--- config.mk ---
export PLATFORM = sky130hd
export DESIGN_NAME = packet_class_counter
export DESIGN_NICKNAME = d
export VERILOG_FILES = /design/src/rtl/pcc_pkg.sv /design/src/rtl/pcc_front.sv /design/src/rtl/pcc_queue.sv /design/src/rtl/pcc_back.sv /design/src/rtl/packet_class_counter.sv
export SDC_FILE = /design/constraint.sdc
export NUM_CORES = 2
export LEC_CHECK = 0
export BUFFER_PORTS_ARGS = -buffer_cell sky130_fd_sc_hd__buf_2
export CAP_MARGIN = 20
export CELL_PAD_IN_SITES_DETAIL_PLACEMENT = 1
export CELL_PAD_IN_SITES_GLOBAL_PLACEMENT = 2
export CORE_UTILIZATION = 31
export CTS_CLUSTER_SIZE = 40
export DETAILED_ROUTE_END_ITERATION = 6
export GPL_TIMING_DRIVEN = 0
export PLACE_DENSITY_LB_ADDON = 0.1
export SKIP_LAST_GASP = 1
export SYNTH_ARGS = -nofsm -noshare
export SYNTH_HDL_FRONTEND = slang
export SYNTH_SLANG_ARGS = --single-unit
--- constraint.sdc ---
create_clock -name clk -period 10.6 [get_ports clk]
set_input_delay 2.12 -clock clk [delete_from_list [all_inputs] [get_ports clk]]
set_output_delay 2.12 -clock clk [all_outputs]
set_load 0.01 [all_outputs]
--- src/rtl/pcc_pkg.sv ---
// Types and constants for the packet class counter.
// Used by the capture front, the classifier back and the top level.
`default_nettype none
package pcc_pkg;
    typedef enum logic [3:0] {
        CLS_OTHER = 4'd0, CLS_ARP = 4'd1, CLS_IP = 4'd2, CLS_TCP = 4'd3,
        CLS_SMTP = 4'd4, CLS_POP = 4'd5, CLS_HTTP = 4'd6, CLS_IMAP = 4'd7,
        CLS_DNS = 4'd8, CLS_UDP = 4'd9, CLS_ICMP = 4'd10
    } frame_class_t;
    localparam int NUM_COUNTS = 10;
    localparam int CNT_IP = 0;
    localparam int CNT_ARP = 1;
    localparam int CNT_BCAST = 2;
    localparam int CNT_ICMP = 3;
    localparam int CNT_TCP = 4;
    localparam int CNT_SMTP = 5;
    localparam int CNT_POP = 6;
    localparam int CNT_IMAP = 7;
    localparam int CNT_HTTP = 8;
    localparam int CNT_DNS = 9;
    localparam logic [15:0] ETH_IPV4 = 16'h0800;
    localparam logic [15:0] ETH_ARP = 16'h0806;
    localparam logic [7:0] PROTO_TCP = 8'h06;
    localparam logic [7:0] PROTO_UDP = 8'h11;
    localparam logic [7:0] PROTO_ICMP = 8'h01;
    localparam logic [15:0] PORT_SMTP = 16'd25;
    localparam logic [15:0] PORT_POP = 16'd110;
    localparam logic [15:0] PORT_HTTP = 16'd80;
    localparam logic [15:0] PORT_IMAP = 16'd143;
    localparam logic [15:0] PORT_DNS = 16'd53;
    localparam logic [7:0] FLAGS_PSH_ACK = 8'h18;
    localparam logic [7:0] FLAGS_FIN_ACK = 8'h11;
    localparam logic [7:0] FLAG_PSH = 8'h08;
    // Header fields the classifier needs, pulled out of a captured frame.
    typedef struct packed {
        logic        bcast;
        logic [15:0] ethertype;
        logic [7:0]  proto;
        logic [15:0] ip_len;
        logic [15:0] sport;
        logic [15:0] dport;
        logic [31:0] ack;
        logic [7:0]  flags;
        logic [63:0] kw;
    } hdr_t;
endpackage
`default_nettype wire

--- src/rtl/pcc_front.sv ---
// Capture front: collects frame bytes and emits a header summary on the last beat.
// Depends on pcc_pkg.
`default_nettype none
module pcc_front #(
    parameter int CAPTURE_BYTES = 74
) (
    input  wire logic          clk,
    input  wire logic          rst_n,
    input  wire logic [7:0]    data_byte,
    input  wire logic          last_byte,
    input  wire logic          in_valid,
    output      logic          in_stall,
    output      logic          hdr_valid,
    output      pcc_pkg::hdr_t hdr,
    input  wire logic          hdr_stall
);
    localparam int PW = $clog2(CAPTURE_BYTES + 1);
    localparam int KB = 66;
    logic [PW-1:0] pos_reg;
    logic [7:0]    buf_reg [KB+8];
    logic          hdr_valid_reg;
    pcc_pkg::hdr_t hdr_reg;
    logic          take;
    logic [7:0]    b [KB+8];

    assign in_stall = hdr_valid_reg && hdr_stall;
    assign take = in_valid && !in_stall;
    assign hdr_valid = hdr_valid_reg;
    assign hdr = hdr_reg;

    // View of the buffer with the current beat merged in.
    always_comb
    begin
        for (int i = 0; i < KB + 8; i++) begin
            b[i] = (i < CAPTURE_BYTES && pos_reg == PW'(i)) ? data_byte : buf_reg[i];
        end
    end

    // Byte position and header buffer.
    always_ff @(posedge clk or negedge rst_n)
    begin
        if (!rst_n) begin
            pos_reg <= '0;
            for (int i = 0; i < KB + 8; i++) buf_reg[i] <= 8'd0;
        end else if (take) begin
            if (last_byte) begin
                pos_reg <= '0;
                for (int i = 0; i < KB + 8; i++) buf_reg[i] <= 8'd0;
            end else begin
                if (pos_reg < PW'(CAPTURE_BYTES)) pos_reg <= pos_reg + PW'(1);
                for (int i = 0; i < KB + 8; i++) buf_reg[i] <= b[i];
            end
        end
    end

    // Output register toward the queue.
    always_ff @(posedge clk or negedge rst_n)
    begin
        if (!rst_n) begin
            hdr_valid_reg <= 1'b0;
        end else if (!in_stall) begin
            hdr_valid_reg <= take && last_byte;
        end
    end

    always_ff @(posedge clk)
    begin
        if (take && last_byte) begin
            hdr_reg.bcast <= (b[0] & b[1] & b[2] & b[3] & b[4] & b[5]) == 8'hFF;
            hdr_reg.ethertype <= {b[12], b[13]};
            hdr_reg.proto <= b[23];
            hdr_reg.ip_len <= {b[16], b[17]};
            hdr_reg.sport <= {b[34], b[35]};
            hdr_reg.dport <= {b[36], b[37]};
            hdr_reg.ack <= {b[42], b[43], b[44], b[45]};
            hdr_reg.flags <= b[47];
            hdr_reg.kw <= {b[66], b[67], b[68], b[69], b[70], b[71], b[72], b[73]};
        end
    end
endmodule
`default_nettype wire

--- src/rtl/pcc_queue.sv ---
// Two-entry queue between the capture front and the classifier back.
// Depends on pcc_pkg.
`default_nettype none
module pcc_queue (
    input  wire logic          clk,
    input  wire logic          rst_n,
    input  wire logic          wr_valid,
    input  wire pcc_pkg::hdr_t wr_data,
    output      logic          wr_stall,
    output      logic          rd_valid,
    output      pcc_pkg::hdr_t rd_data,
    input  wire logic          rd_stall
);
    pcc_pkg::hdr_t mem_reg [2];
    logic          wp_reg, rp_reg;
    logic [1:0]    cnt_reg;
    logic          wr, rd;

    assign wr_stall = cnt_reg == 2'd2;
    assign rd_valid = cnt_reg != 2'd0;
    assign rd_data = mem_reg[rp_reg];
    assign wr = wr_valid && !wr_stall;
    assign rd = rd_valid && !rd_stall;

    // Pointers and fill count.
    always_ff @(posedge clk or negedge rst_n)
    begin
        if (!rst_n) begin
            wp_reg <= 1'b0;
            rp_reg <= 1'b0;
            cnt_reg <= 2'd0;
        end else begin
            if (wr) wp_reg <= !wp_reg;
            if (rd) rp_reg <= !rp_reg;
            cnt_reg <= cnt_reg + {1'b0, wr} - {1'b0, rd};
        end
    end

    always_ff @(posedge clk)
    begin
        if (wr) mem_reg[wp_reg] <= wr_data;
    end
endmodule
`default_nettype wire

--- src/rtl/pcc_back.sv ---
// Classifier back: session heuristics, counters and the result register.
// Depends on pcc_pkg.
`default_nettype none
module pcc_back #(
    parameter int COUNT_BITS = 32
) (
    input  wire logic             clk,
    input  wire logic             rst_n,
    input  wire logic             hdr_valid,
    input  wire pcc_pkg::hdr_t    hdr,
    output      logic             hdr_stall,
    output      logic             res_valid,
    output      logic [3:0]       res_class,
    output      logic             res_bcast,
    output      logic [32*pcc_pkg::NUM_COUNTS-1:0] res_counts,
    input  wire logic             res_stall
);
    localparam int N = pcc_pkg::NUM_COUNTS;
    logic [COUNT_BITS-1:0] cnt_reg [N];
    logic [N-1:0] bump;
    logic smtp_auth_reg, smtp_data_reg, pop_list_reg;
    logic http_open_reg, http_held_reg, http_valid_reg;
    logic [31:0] smtp_ack_reg, pop_ack_reg, http_ack_reg;
    logic smtp_auth_next, smtp_data_next, pop_list_next;
    logic http_open_next, http_held_next, http_valid_next;
    logic [31:0] smtp_ack_next, pop_ack_next, http_ack_next;
    pcc_pkg::frame_class_t cls;
    logic res_valid_reg;
    logic take;
    logic [7:0] t [4];
    logic [7:0] r [8];
    logic [31:0] t4, r4;
    logic [23:0] t3, r3;
    logic p25, p110, p80, p143, p53, diff, hit;

    assign hdr_stall = res_valid_reg && res_stall;
    assign take = hdr_valid && !hdr_stall;
    assign res_valid = res_valid_reg;

    // Payload keyword bytes, upper-cased for the mail protocols.
    always_comb
    begin
        for (int i = 0; i < 8; i++) r[i] = hdr.kw[63-8*i -: 8];
        for (int i = 0; i < 4; i++)
            t[i] = (r[i] >= 8'h61 && r[i] <= 8'h7A) ? r[i] - 8'h20 : r[i];
        t4 = {t[0], t[1], t[2], t[3]};
        t3 = t4[31:8];
        r4 = {r[4], r[5], r[6], r[7]};
        r3 = {r[0], r[1], r[2]};
    end

    // Classification and session state update.
    always_comb
    begin
        cls = pcc_pkg::CLS_OTHER;
        bump = '0;
        smtp_auth_next = smtp_auth_reg; smtp_data_next = smtp_data_reg;
        smtp_ack_next = smtp_ack_reg; pop_list_next = pop_list_reg;
        pop_ack_next = pop_ack_reg; http_open_next = http_open_reg;
        http_held_next = http_held_reg; http_valid_next = http_valid_reg;
        http_ack_next = http_ack_reg;
        p25 = hdr.sport == pcc_pkg::PORT_SMTP || hdr.dport == pcc_pkg::PORT_SMTP;
        p110 = hdr.sport == pcc_pkg::PORT_POP || hdr.dport == pcc_pkg::PORT_POP;
        p80 = hdr.sport == pcc_pkg::PORT_HTTP || hdr.dport == pcc_pkg::PORT_HTTP;
        p143 = hdr.sport == pcc_pkg::PORT_IMAP || hdr.dport == pcc_pkg::PORT_IMAP;
        p53 = hdr.sport == pcc_pkg::PORT_DNS || hdr.dport == pcc_pkg::PORT_DNS;
        diff = 1'b1;
        for (int i = 0; i < 4; i++)
            if (smtp_ack_reg[8*i +: 8] == hdr.ack[8*i +: 8]) diff = 1'b0;
        hit = 1'b0;
        bump[pcc_pkg::CNT_BCAST] = hdr.bcast;
        if (hdr.ethertype == pcc_pkg::ETH_IPV4) begin
            bump[pcc_pkg::CNT_IP] = 1'b1;
            cls = pcc_pkg::CLS_IP;
            if (hdr.proto == pcc_pkg::PROTO_TCP) begin
                bump[pcc_pkg::CNT_TCP] = 1'b1;
                cls = pcc_pkg::CLS_TCP;
                if (p25) begin
                    hit = t3 == "220" || t4 == "EHLO" || t3 == "250" || t4 == "HELO"
                        || t4 == "AUTH" || smtp_auth_reg || t4 == "MAIL"
                        || t4 == "RCPT" || t4 == "DATA" || t3 == "354";
                    if (hit) begin
                        if (t3 == "250" && smtp_auth_reg) begin
                            smtp_auth_next = 1'b0;
                            smtp_data_next = 1'b0;
                        end
                        if (smtp_auth_next && smtp_data_next && diff) begin
                            hit = 1'b0;
                        end else begin
                            if (smtp_auth_next && !smtp_data_next) begin
                                smtp_ack_next = hdr.ack;
                                smtp_data_next = 1'b1;
                            end
                            bump[pcc_pkg::CNT_SMTP] = 1'b1;
                            cls = pcc_pkg::CLS_SMTP;
                            if (t3 == "354") smtp_auth_next = 1'b1;
                        end
                    end else if (t3 == "354") begin
                        smtp_auth_next = 1'b1;
                    end
                end else if (p110) begin
                    if (t3 == "+OK" || t4 == "USER" || t4 == "PASS" || t4 == "LIST"
                        || t4 == "RETR" || t4 == "QUIT" || t4 == "-ERR"
                        || (pop_list_reg && pop_ack_reg == hdr.ack)) begin
                        pop_list_next = r4 == "Scan";
                        if (r4 == "Scan") pop_ack_next = hdr.ack;
                        bump[pcc_pkg::CNT_POP] = 1'b1;
                        cls = pcc_pkg::CLS_POP;
                    end
                end else if (p80) begin
                    if (http_open_reg && !http_held_reg && (hdr.flags & pcc_pkg::FLAG_PSH) != 8'd0
                        && hdr.sport == pcc_pkg::PORT_HTTP) begin
                        http_ack_next = hdr.ack;
                        http_valid_next = 1'b1;
                        http_held_next = 1'b1;
                        hit = 1'b1;
                    end else if (http_open_reg && http_valid_reg && http_ack_reg == hdr.ack) begin
                        if (hdr.flags == pcc_pkg::FLAGS_FIN_ACK) begin
                            http_open_next = 1'b0;
                            http_valid_next = 1'b0;
                        end else begin
                            hit = 1'b1;
                        end
                    end else if (r3 == "GET" && !http_open_reg) begin
                        http_open_next = 1'b1;
                        hit = 1'b1;
                    end
                    if (hit) begin
                        bump[pcc_pkg::CNT_HTTP] = 1'b1;
                        cls = pcc_pkg::CLS_HTTP;
                    end
                end else if (p143) begin
                    if (hdr.ip_len > 16'd40 && hdr.flags == pcc_pkg::FLAGS_PSH_ACK) begin
                        bump[pcc_pkg::CNT_IMAP] = 1'b1;
                        cls = pcc_pkg::CLS_IMAP;
                    end
                end else if (p53) begin
                    bump[pcc_pkg::CNT_DNS] = 1'b1;
                    cls = pcc_pkg::CLS_DNS;
                end
            end else if (hdr.proto == pcc_pkg::PROTO_UDP) begin
                cls = pcc_pkg::CLS_UDP;
                if (p53) begin
                    bump[pcc_pkg::CNT_DNS] = 1'b1;
                    cls = pcc_pkg::CLS_DNS;
                end
            end else if (hdr.proto == pcc_pkg::PROTO_ICMP) begin
                bump[pcc_pkg::CNT_ICMP] = 1'b1;
                cls = pcc_pkg::CLS_ICMP;
            end
        end else if (hdr.ethertype == pcc_pkg::ETH_ARP) begin
            bump[pcc_pkg::CNT_ARP] = 1'b1;
            cls = pcc_pkg::CLS_ARP;
        end
    end

    // Session state, counters and result valid.
    always_ff @(posedge clk or negedge rst_n)
    begin
        if (!rst_n) begin
            for (int i = 0; i < N; i++) cnt_reg[i] <= '0;
            smtp_auth_reg <= 1'b0; smtp_data_reg <= 1'b0; smtp_ack_reg <= '0;
            pop_list_reg <= 1'b0; pop_ack_reg <= '0;
            http_open_reg <= 1'b0; http_held_reg <= 1'b0;
            http_valid_reg <= 1'b1; http_ack_reg <= '0;
            res_valid_reg <= 1'b0;
        end else begin
            if (!hdr_stall) res_valid_reg <= take;
            if (take) begin
                for (int i = 0; i < N; i++)
                    if (bump[i]) cnt_reg[i] <= cnt_reg[i] + COUNT_BITS'(1);
                smtp_auth_reg <= smtp_auth_next; smtp_data_reg <= smtp_data_next;
                smtp_ack_reg <= smtp_ack_next; pop_list_reg <= pop_list_next;
                pop_ack_reg <= pop_ack_next; http_open_reg <= http_open_next;
                http_held_reg <= http_held_next; http_valid_reg <= http_valid_next;
                http_ack_reg <= http_ack_next;
            end
        end
    end

    // Result payload, taken with the counts after this frame's update.
    always_ff @(posedge clk)
    begin
        if (take) begin
            res_class <= cls;
            res_bcast <= hdr.bcast;
            for (int i = 0; i < N; i++)
                res_counts[32*i +: 32] <=
                    32'(COUNT_BITS'(cnt_reg[i] + COUNT_BITS'(bump[i])));
        end
    end
endmodule
`default_nettype wire

--- src/rtl/packet_class_counter.sv ---
// Packet class counter: Ethernet frame classifier with ten wrapping counters.
// Top level; uses pcc_pkg, pcc_front, pcc_queue and pcc_back.
//
// Usage: frame bytes enter on data_byte with last_byte marking the final beat,
// one beat per cycle while in_valid is high and in_stall low. Only the last
// beat of a frame produces a result beat on out_valid: frame_class,
// is_broadcast and all ten counts after this frame's update.
// Path: the last byte's header summary loads the front output register, then
// the two-entry queue, then the back result register, which drives out_valid.
// Throughput: one byte per cycle sustained while out_stall stays low; the
// classifier handles one frame per cycle, so back-to-back one-byte frames also
// run at full rate.
// When out_stall holds, the result register holds, the queue fills, and
// in_stall rises once the front's own output register is also full.
// Reset clears the counters and the capture buffer and resets the session state at once.
`default_nettype none
module packet_class_counter #(
    parameter int CAPTURE_BYTES = 74,
    parameter int COUNT_BITS = 32
) (
    input  wire logic        clk,
    input  wire logic        rst_n,
    input  wire logic        in_valid,
    output      logic        in_stall,
    input  wire logic [7:0]  data_byte,
    input  wire logic        last_byte,
    output      logic        out_valid,
    input  wire logic        out_stall,
    output      logic [3:0]  frame_class,
    output      logic        is_broadcast,
    output      logic [31:0] ip_count,
    output      logic [31:0] arp_count,
    output      logic [31:0] broadcast_count,
    output      logic [31:0] icmp_count,
    output      logic [31:0] tcp_count,
    output      logic [31:0] smtp_count,
    output      logic [31:0] pop_count,
    output      logic [31:0] imap_count,
    output      logic [31:0] http_count,
    output      logic [31:0] dns_count
);
    pcc_pkg::hdr_t f_hdr, q_hdr;
    logic f_valid, f_stall, q_valid, q_stall;
    logic [32*pcc_pkg::NUM_COUNTS-1:0] counts;

    pcc_front #(.CAPTURE_BYTES(CAPTURE_BYTES)) u_front (
        .clk(clk), .rst_n(rst_n), .data_byte(data_byte), .last_byte(last_byte),
        .in_valid(in_valid), .in_stall(in_stall), .hdr_valid(f_valid),
        .hdr(f_hdr), .hdr_stall(f_stall)
    );

    pcc_queue u_queue (
        .clk(clk), .rst_n(rst_n), .wr_valid(f_valid), .wr_data(f_hdr),
        .wr_stall(f_stall), .rd_valid(q_valid), .rd_data(q_hdr), .rd_stall(q_stall)
    );

    pcc_back #(.COUNT_BITS(COUNT_BITS)) u_back (
        .clk(clk), .rst_n(rst_n), .hdr_valid(q_valid), .hdr(q_hdr),
        .hdr_stall(q_stall), .res_valid(out_valid), .res_class(frame_class),
        .res_bcast(is_broadcast), .res_counts(counts), .res_stall(out_stall)
    );

    assign ip_count        = counts[32*pcc_pkg::CNT_IP    +: 32];
    assign arp_count       = counts[32*pcc_pkg::CNT_ARP   +: 32];
    assign broadcast_count = counts[32*pcc_pkg::CNT_BCAST +: 32];
    assign icmp_count      = counts[32*pcc_pkg::CNT_ICMP  +: 32];
    assign tcp_count       = counts[32*pcc_pkg::CNT_TCP   +: 32];
    assign smtp_count      = counts[32*pcc_pkg::CNT_SMTP  +: 32];
    assign pop_count       = counts[32*pcc_pkg::CNT_POP   +: 32];
    assign imap_count      = counts[32*pcc_pkg::CNT_IMAP  +: 32];
    assign http_count      = counts[32*pcc_pkg::CNT_HTTP  +: 32];
    assign dns_count       = counts[32*pcc_pkg::CNT_DNS   +: 32];
endmodule
`default_nettype wire

==> run summary <==
=================================================================================
Worst Path Max Fanout                                                          10
Ys async rst share                                                          43.5%
Share of synthesized area occupied by flip-flops and latches                64.4%
Setup bufs post-CTS                                                             0
DRC Markers                                                                     0
Flip-flop count of the largest register after layout                          354
Total clock sinks                                                           1,515
Max-cap violation count                                                         0
Clock network latency to the later pin of the worst-skew pair             0.86 ns
Setup-failing EPs final                                                         0
Unrepaired setup endpoints after global routing                                no
Clock buffers created by TritonCTS                                            175
Synth warnings                                                                  0
Startpoint of the worst register-to-register path                    u_queue.rp_reg$_DFFE_PN0P_
Average vias per placed instance                                             4.88
Synthesized netlist net count                                               5,084
Slew @ Worst Pin                                                          1.09 ns
CP Data Arrival Time                                                      7.79 ns
Crit Path Category                                                   register to register
Row Count                                                                     168
Number of distinct library cells after synthesis                               96
Origin of the worst min-delay path                                   u_front.hdr[114]$_DFFE_PP_
Crit path required time                                                  11.28 ns
Cell type group with the largest total delay on the critical path    simple AND/OR/NAND/NOR gates
Starting density of the core                                                31.2%
Top cells by area, synth                                             sky130_fd_sc_hd__edfxtp_1, sky130_fd_sc_hd__dfrtp_1, sky130_fd_sc_hd__xnor2_1, sky130_fd_sc_hd__xor2_1, sky130_fd_sc_hd__mux2_2
Post-Route Setup TNS                                                         0 ns
Maximum clock frequency                                                   141 MHz
Ratio of cells with drive above 1 in the final layout                       16.4%
Core Region                                                           210,000 um2
Die H                                                                      462 um
Bufs on Longest Clock Path                                                      3
Leakage                                                                   31.3 nW
Endpoints failing hold                                                          0
Final instance area                                                    77,700 um2
Resized cells post-CTS                                                          0
Synth-to-Final Area Change                                                  18.7%
Avg WL per Cell                                                           22.5 um
Final core occ                                                              37.1%
Number of instances in the synthesized netlist                              5,031
Mapped Area                                                            65,500 um2
Hold depth                                                                      0
Number of antenna violations at the first check in global routing              13
First-pass DRT Iterations                                                       5
R2R cell count                                                                 26
Ratio of final minimum period to clock period                               67.1%
Worst IR drop on VDD                                                       174 uV
Final layout net count                                                      5,643
Detailed placement HPWL                                                138,000 um
Number of routed nets with antenna violations                                   0
Wire length of the first global-routing pass                           291,000 um
Clock slew seen by the registers of the worst setup and hold paths        0.06 ns
Routed wire length                                                     192,000 um
Final weighted congestion in routability-driven placement                   0.820
Crit Reg-Reg Endpoint                                                u_back.res_counts[190]$_DFFE_PP_
Pin count of the biggest net entering global routing                          102
Power per cell area                                                    216 nW/um2
Area fraction of the dominant cell type after synthesis                     39.2%
Post-DP Area                                                           71,600 um2
Iteration-0 DRC Markers                                                     2,426
Crit path launch type                                                    register
FF-to-FF setup slack                                                      3.48 ns
Via count of the first global-routing pass                                 44,000
Final clock skew                                                        0.0571 ns
Buffers & Inverters on Critical Path                                            7
Ports placed on the boundary                                                  340
Total Die Area                                                        213,000 um2
Predominant post-synthesis flop cell                                 sky130_fd_sc_hd__edfxtp_1
Classification of the worst-slack hold path                          register to register
Count of hold buffers inserted by post-cts repair                               0
Register bit count reported by yosys                                        1,515
Overflow after GRT                                                              0
Worst slew margin relative to its limit                                     25.4%
Total global routing track utilization                                      18.0%
Fill cell total of the finished layout                                     22,100
Non-filler instance count after layout                                      8,553
Clock tree from TritonCTS                                                    done
Count of buffers from port buffering                                          339
Clock period minus final worst setup slack                                7.12 ns
Cell taking the most area after synthesis                            sky130_fd_sc_hd__edfxtp_1
Largest incremental delay on the critical path                            0.50 ns
Number of synthesized flops with an enable pin                                856
Placed cells                                                                8,216
Mean Syn Cell Area                                                       13.0 um2
Endpoint type of the worst setup path                                    register
Worst Hold Endpoint                                                  u_queue.mem_reg[1][114]$_DFFE_PP_
Slowest-stage cell, CP                                               sky130_fd_sc_hd__nor4bb_1
Slew Viols, Final                                                               0
Floorplan die width                                                        462 um
Clock Root Buffer                                                    sky130_fd_sc_hd__clkbuf_16
Total design power                                                       0.0168 W
Max H-tree Level                                                                4
Total via count in the routed design                                       41,700
Result of the run                                                    finished clean
=================================================================================
[cell families after synthesis]
logic type / after synthesis / share of synthesized area, %
AO/OA/AOI/OAI: 505 / 5.69
XOR/XNOR: 714 / 9.55
flip-flops: 1515 / 64.4
adder cells (fa/ha/maj): 40 / 0.764
multiplexers: 284 / 4.81
AND/OR/NAND/NOR: 1644 / 12.7
buffers and inverters: 329 / 2.13
[worst register-to-register path, delay by kind of cell (launching register included)]
family | cells | cell delay [ns]
multiplexers | 1 | 0.26
adder cells (fa/ha/maj) | 3 | 0.67
XOR/XNOR | 2 | 0.45
AND/OR/NAND/NOR | 10 | 2.49
flip-flops | 1 | 0.36
AO/OA/AOI/OAI | 3 | 0.66
buffers and inverters | 7 | 2.09
[through the flow]
step	setup WS [ns]	hold slack, ns
finish	3.48	0.402
global route	3.06	0.431
CTS	3.40	0.396
detailed placement	3.47	0.431
global placement	-9.49	0.423
floorplan	1.46	0.421
[Yosys cell counts (27+ instances only)]
| master | instances |
|---|---|
| sky130_fd_sc_hd__a22oi_1 | 53 |
| sky130_fd_sc_hd__o21ai_0 | 139 |
| sky130_fd_sc_hd__mux2i_1 | 69 |
| sky130_fd_sc_hd__or3_1 | 27 |
| sky130_fd_sc_hd__xnor2_1 | 424 |
| sky130_fd_sc_hd__nand4_1 | 150 |
| sky130_fd_sc_hd__nand3_1 | 222 |
| sky130_fd_sc_hd__dfrtp_1 | 658 |
| sky130_fd_sc_hd__nand2_1 | 461 |
| sky130_fd_sc_hd__xor2_1 | 290 |
| sky130_fd_sc_hd__ha_1 | 40 |
| sky130_fd_sc_hd__nor3_1 | 107 |
| sky130_fd_sc_hd__nor4_1 | 88 |
| sky130_fd_sc_hd__and3_1 | 73 |
| sky130_fd_sc_hd__nor2_1 | 320 |
| sky130_fd_sc_hd__edfxtp_1 | 856 |
| sky130_fd_sc_hd__mux2_2 | 195 |
| sky130_fd_sc_hd__inv_1 | 93 |
| sky130_fd_sc_hd__clkbuf_1 | 189 |
| sky130_fd_sc_hd__a22o_1 | 177 |
[layout make-up]
cell class / count / area (um2) / share of cell area, %
well taps: 2805 / 3510 / 4.51
repair buffers: 382 / 2610 / 3.36
plain buffers: 236 / 1050 / 1.35
inverters: 93 / 353 / 0.454
multi-input cells: 3187 / 21900 / 28.2
flip-flops and latches: 1515 / 42200 / 54.3
diodes: 4 / 10.0 / 0.0129
clock inverters: 93 / 1280 / 1.65
clock buffers: 238 / 4790 / 6.16
[placed cells by master, fill, tap and decap left out, types with 69 or more instances in the layout]
| cell | instances |
|---|---|
| sky130_fd_sc_hd__nand4_1 | 150 |
| sky130_fd_sc_hd__mux2_2 | 195 |
| sky130_fd_sc_hd__nand2_1 | 461 |
| sky130_fd_sc_hd__a22o_1 | 177 |
| sky130_fd_sc_hd__nor2_1 | 319 |
| sky130_fd_sc_hd__and3_1 | 72 |
| sky130_fd_sc_hd__mux2i_1 | 69 |
| sky130_fd_sc_hd__o21ai_0 | 139 |
| sky130_fd_sc_hd__clkbuf_1 | 234 |
| sky130_fd_sc_hd__buf_2 | 347 |
| sky130_fd_sc_hd__clkbuf_16 | 175 |
| sky130_fd_sc_hd__nor3_1 | 107 |
| sky130_fd_sc_hd__nand3_1 | 222 |
| sky130_fd_sc_hd__xor2_1 | 290 |
| sky130_fd_sc_hd__inv_1 | 92 |
| sky130_fd_sc_hd__edfxtp_1 | 856 |
| sky130_fd_sc_hd__nor4_1 | 88 |
| sky130_fd_sc_hd__dfrtp_1 | 658 |
| sky130_fd_sc_hd__xnor2_1 | 424 |
[where the power goes]
group | internal, W | switching (W) | leakage (nW)
registers | 0.00723 | 0.000446 | 17.2
logic | 0.000939 | 0.00192 | 11.2
clock network | 0.00368 | 0.00260 | 2.91
total | 0.0118 | 0.00497 | 31.3
[worst max path at each step]
stage	startpoint	endpoint	slack, ns	cells after the start
after global routing	u_queue.rp_reg$_DFFE_PN0P_	u_back.res_counts[190]$_DFFE_PP_	3.06	26
after global placement	rst_n	u_front.buf_reg[560]$_DFFE_PN0P_	-9.49	1
final	u_queue.rp_reg$_DFFE_PN0P_	u_back.res_counts[190]$_DFFE_PP_	3.48	26
after CTS	u_queue.rp_reg$_DFFE_PN0P_	u_back.res_counts[190]$_DFFE_PP_	3.40	26
after floorplan	out_stall	u_back.cnt_reg[285]$_DFFE_PN0P_	1.46	10
after detailed placement	u_queue.rp_reg$_DFFE_PN0P_	u_back.res_counts[190]$_DFFE_PP_	3.47	26
[layer usage]
layer  up-vias  share of wire, %  GRT usage (%)
met2       725                46           28.5
met5         -                 0              0
met4         0               2.1           4.69
met3       248               3.9           2.77
met1     21300                48           25.7
li1      19400                 -              -
Power figures use the tool's default switching activity.
